==> config.mk <==
export PLATFORM = sky130hd
export DESIGN_NAME = falc_ram
export DESIGN_NICKNAME = d
export VERILOG_FILES = /design/src/hw/rtl/falc_ram.sv
export SDC_FILE = /design/constraint.sdc
export NUM_CORES = 1
export LEC_CHECK = 0
export ABC_AREA = 1
export CORE_MARGIN = 3
export CORE_UTILIZATION = 59
export CTS_CLUSTER_DIAMETER = 120
export CTS_CLUSTER_SIZE = 28
export DETAILED_ROUTE_END_ITERATION = 12
export DONT_BUFFER_PORTS = 1
export GPL_ROUTABILITY_DRIVEN = 0
export MAX_ROUTING_LAYER = met4
export PLACE_DENSITY = 0.75
export SYNTH_ARGS = -nofsm -noshare
export SYNTH_HDL_FRONTEND = slang
export SYNTH_SLANG_ARGS = --single-unit
==> constraint.sdc <==
create_clock -name clk -period 1.6 [get_ports clk]
set_clock_uncertainty 0.2 [all_clocks]
set_input_delay 0.32 -clock clk [delete_from_list [all_inputs] [get_ports clk]]
set_output_delay 0.32 -clock clk [all_outputs]
set_load 0.1 [all_outputs]
==> src/hw/rtl/falc_ram.sv <==
`timescale 1ns / 1ps

module falc_ram #(
  parameter int WIDTH = 8,
  parameter int DEPTH = 16
) (
  input  logic                     clk,
  input  logic                     we,
  input  logic [$clog2(DEPTH)-1:0] waddr,
  input  logic [WIDTH-1:0]         wdata,
  input  logic [$clog2(DEPTH)-1:0] raddr,
  output logic [WIDTH-1:0]         rdata
);

  logic [WIDTH-1:0] mem [DEPTH];

  // Write one word, read one word with registered data
  always_ff @(posedge clk) begin
    if (we) begin
      mem[waddr] <= wdata;
    end
    rdata <= mem[raddr];
  end

endmodule

==> Word-level counts from Yosys, hierarchy flattened <==
Memories as Yosys holds them, arrays and structs flattened. A register that Yosys moved wholly into a read port is not among the register bits.
Index checks and enable logic that the tools add are counted.
{ "word_totals": {"in_bits": 18, "out_inout_bits": 8, "reg_bits": 0, "elab_cells": 3, "romBits": 0, "ram_bits": 128, "latch_bits": 0, "memories": 1} }
{ "op_classes": {"shift": 0, "mul": 0, "n_eq_ne": 0, "n_mux": 2, "n_reduce_logical": 0, "bitwise_logic": 0, "magnitude_cmp": 0, "n_addsub": 0, "n_div": 0} }
{ "memory_table": {"columns": ["memory", "words", "word_bits", "rd", "rd_ports_with_merged_regs", "write_ports", "line", "text"], "rows": [
  ["mem", 16, 8, 1, 1, 1, "15", "logic [WIDTH-1:0] mem [DEPTH];"]
]} }
{ "ops": {"columns": ["cell", "n"], "rows": [
  ["1-bit two-way mux", 2]
]} }

==> Longest topological paths before layout <==
{ "logic_depth": {"word_depth": 2, "ltp_mapped": 8, "ltp_nobuf": 7} }

==> Worst setup path after synthesis <==
No wires, ideal clock.
{ "synth_timing": {"path_kind": "input-to-reg", "startpoint": "input port waddr[2]", "endpoint": "memory mem[10][0], enable pin", "slack_ps": 129, "path_stages": 2, "n_path_buf": 0, "arrival_ps": 901, "path_cell_list": "nand3b_1 > nor2_1"} }
{ "synth_rtl": {"columns": ["element", "line", "text"], "rows": [
  ["start: declaration", "9", "input logic [$clog2(DEPTH)-1:0] waddr,"],
  ["end: declaration", "15", null]
]} }
No word-level cell before the write port.

==> Worst setup path after layout <==
{ "layout_timing": {"startpoint": "register rdata[7] (read register of mem)", "endpoint": "output port rdata[7]"} }
{ "layout_rtl": {"columns": ["element", "line", "text"], "rows": [
  ["start: declaration", "12", "output logic [WIDTH-1:0] rdata"]
]} }
No word-level cell between the ends.

==> results.sh <==
export IMPL_outcome="finished with violations"
export IMPL_violations="hold timing"
export IMPL_die_w_um=105
export IMPL_cp_startpoint="rdata[7]"
export IMPL_path_clk_slew_ns=0.06
export IMPL_firstDrtPassIters=5
export IMPL_die_height_um=105
export IMPL_slew_violations=0
export IMPL_cts_htree_levels=4
export IMPL_cp_max_fo=1
export IMPL_vias=3883
export IMPL_cp_slowest_cell="dfxtp_1"
export IMPL_overflow=0
export IMPL_cts_root_buf="clkbuf_8"
export IMPL_rows=35
export IMPL_drt_total_wl_um=12800
export IMPL_p_per_area_mw_per_mm2=1240
export IMPL_synth_area_leaders="edfxtp_1 (67%), nand2_1 (11%), nand3_1 (8.4%), inv_1 (6.5%), dfxtp_1 (2.8%)"
export IMPL_max_freq_ghz=0.635
export IMPL_whs_ns=-0.0842
export IMPL_cpPeakStageDelay_ns=0.32
export IMPL_grt_pass1_vias=3846
export IMPL_placed_cells=685
export IMPL_hold_class="in -> reg"
export IMPL_drc=0
export IMPL_cts_setup_buffers=0
export IMPL_cpLargestDelayFamily="flip-flops"
export IMPL_fin_cells=727
export IMPL_numPortBuffers=0
export IMPL_syn_area_mm2=0.00577
export IMPL_cts_made_buffers=17
export IMPL_stdcell_area_mm2=0.00677
export IMPL_gr_usage_all_layers_pct=25.7
export IMPL_yosysWarnings=0
export IMPL_vias_per_cell=5.34
export IMPL_final_antenna_net_count=0
export IMPL_endpoint_kind="output port"
export IMPL_crit_chain="buf_6"
export IMPL_post_route_util_pct=72.2
export IMPL_yosys_area_top_type="edfxtp_1"
export IMPL_num_antenna_cells=0
export IMPL_worst_setup_path_start_kind="flop"
export IMPL_slew_headroom_pct=37.3
export IMPL_setup_viol=0
export IMPL_peakVddDrop_v=0.000954
export IMPL_dpl_hpwl_um=7810
export IMPL_clock_latency_ns=0.51
export IMPL_regArea_mm2=0.00401
export IMPL_crit_type="reg -> out"
export IMPL_wl_per_cell_um=17.6
export IMPL_crit_arrival_ns=1.05
export IMPL_drt_iter0_markers=530
export IMPL_hold_viol=8
export IMPL_cap_violations=0
export IMPL_grt_pass1_wl_um=20500
export IMPL_r2r_start="mem[6][5]"
export IMPL_multi_input_comb_area_mm2=0.00121
export IMPL_leakage_nw=2.91
export IMPL_yosysSeqAreaShare_pct=69.4
export IMPL_grt_max_degree=66
export IMPL_synth_top_area_share_pct=66.7
export IMPL_fp_dieArea_mm2=0.0110
export IMPL_min_period_ns=1.57
export IMPL_fin_crit_sh_pct=98.4
export IMPL_synth_cell_type_count=12
export IMPL_place_area_mm2=0.00600
export IMPL_io_pins=26
export IMPL_fillers=705
export IMPL_ys_ff_latch=136
export IMPL_layout_drive_gt1_share_pct=11.4
export IMPL_start_util_pct=61.5
export IMPL_synth_nets=569
export IMPL_syn_avg_cell_area_um2=10.5
export IMPL_fp_coreArea_mm2=0.00937
export IMPL_worst_ep_required_time_ns=1.08
export IMPL_hold_start="raddr[1]"
export IMPL_clockBufferDepth=2
export IMPL_cts_tree="done"
export IMPL_crit_buf_inv=1
export IMPL_syn_inst=551
export IMPL_tightest_slew_ns=0.937
export IMPL_grt_antenna_before_repair=0
export IMPL_clkSinkCount=136
export IMPL_nets=603
export IMPL_syn2layout_area_growth_pct=17.4
worst min-delay path: cells and delay by family:
family	cells	cell delay (ns)
AND/OR/NAND/NOR	4	0.26
timing repair:
action | in CTS | in global routing
hold buffers | 9 | 1
setup endpoints to repair | 8 | 5
hold endpoints to repair | 136 | 8
resized for setup | 17 | 11
report_power, final:
| group | switching (W) | internal (W) | leakage (nW) |
|---|---|---|---|
| clock network | 0.00144 | 0.00222 | 0.264 |
| logic | 0.000471 | 0.000213 | 1.42 |
| registers | 0.0000348 | 0.00399 | 1.22 |
| total | 0.00194 | 0.00642 | 2.91 |
cell usage after synthesis:
cell type / count
buf_4: 4
edfxtp_1: 128
inv_1: 100
nand2_1: 173
buf_2: 13
nand3_1: 97
nor2_1: 17
nand3b_1: 2
buf_6: 6
dfxtp_1: 8
buf_1: 1
inv_2: 2
layout make-up:
cell class	count	share of cell area, %
well taps	129	2.38
inverters	102	5.66
clock buffers	18	6.17
clock inverters	14	2.18
multi-input cells	289	17.9
flip-flops and latches	136	59.3
repair buffers	39	6.41
layer usage:
metal  wire length [um]  track usage (%)  vias to the layer above
li1                   -                -                     1840
met4                246             7.78                        0
met3               1220             6.61                       23
met2               6150             39.6                      209
met1               5210             34.2                     1811
met5                  0                -                        -
state kept, by name, indices dropped and copies added, names as in the netlist:
name,cells
mem,128
rdata,8
cell families (layout without fill, tap and decap cells):
group	count (synthesis)	count (layout)	synth area share, %
buffers and inverters	126	173	9.52
flip-flops	136	136	69.4
AND/OR/NAND/NOR	289	289	21.0
cells in the final DEF, fill, tap and decap left out, types with 2 or more instances in the layout:
cell             n
dfxtp_1          2
buf_12           9
inv_1          100
nand3b_1         2
clkinv_2         3
clkbuf_16       16
dfxtp_2          6
inv_2            2
clkinvlp_4       5
edfxtp_1       128
bufinv_16        2
dlygate4sd3_1   10
inv_6            3
nand3_1         97
nand2_1        173
nor2_1          17
buf_4           19
path summary, 6_finish.rpt:
path | end | slack (ns) | cells past startpoint
min reg2reg | rdata[6] | 0.51 | 6
max | rdata[7] | 0.03 | 1
min | rdata[3] | -0.08 | 4
max reg2reg | rdata[5] | 0.34 | 6
through the flow:
step           hold slack, ns  total power (W)  setup slack [ns]   TNS, ns
6_report              -0.0842          0.00836            0.0260         0
5_1_grt               -0.0809          0.00861          -0.00309  -0.00309
4_1_cts                -0.184          0.00837          0.000226         0
3_5_place_dp            0.220          0.00461             0.168         0
3_3_place_gp            0.220          0.00461             0.166         0
2_1_floorplan           0.219          0.00453             0.129         0
No activity file was read; power rests on OpenSTA's default activity.
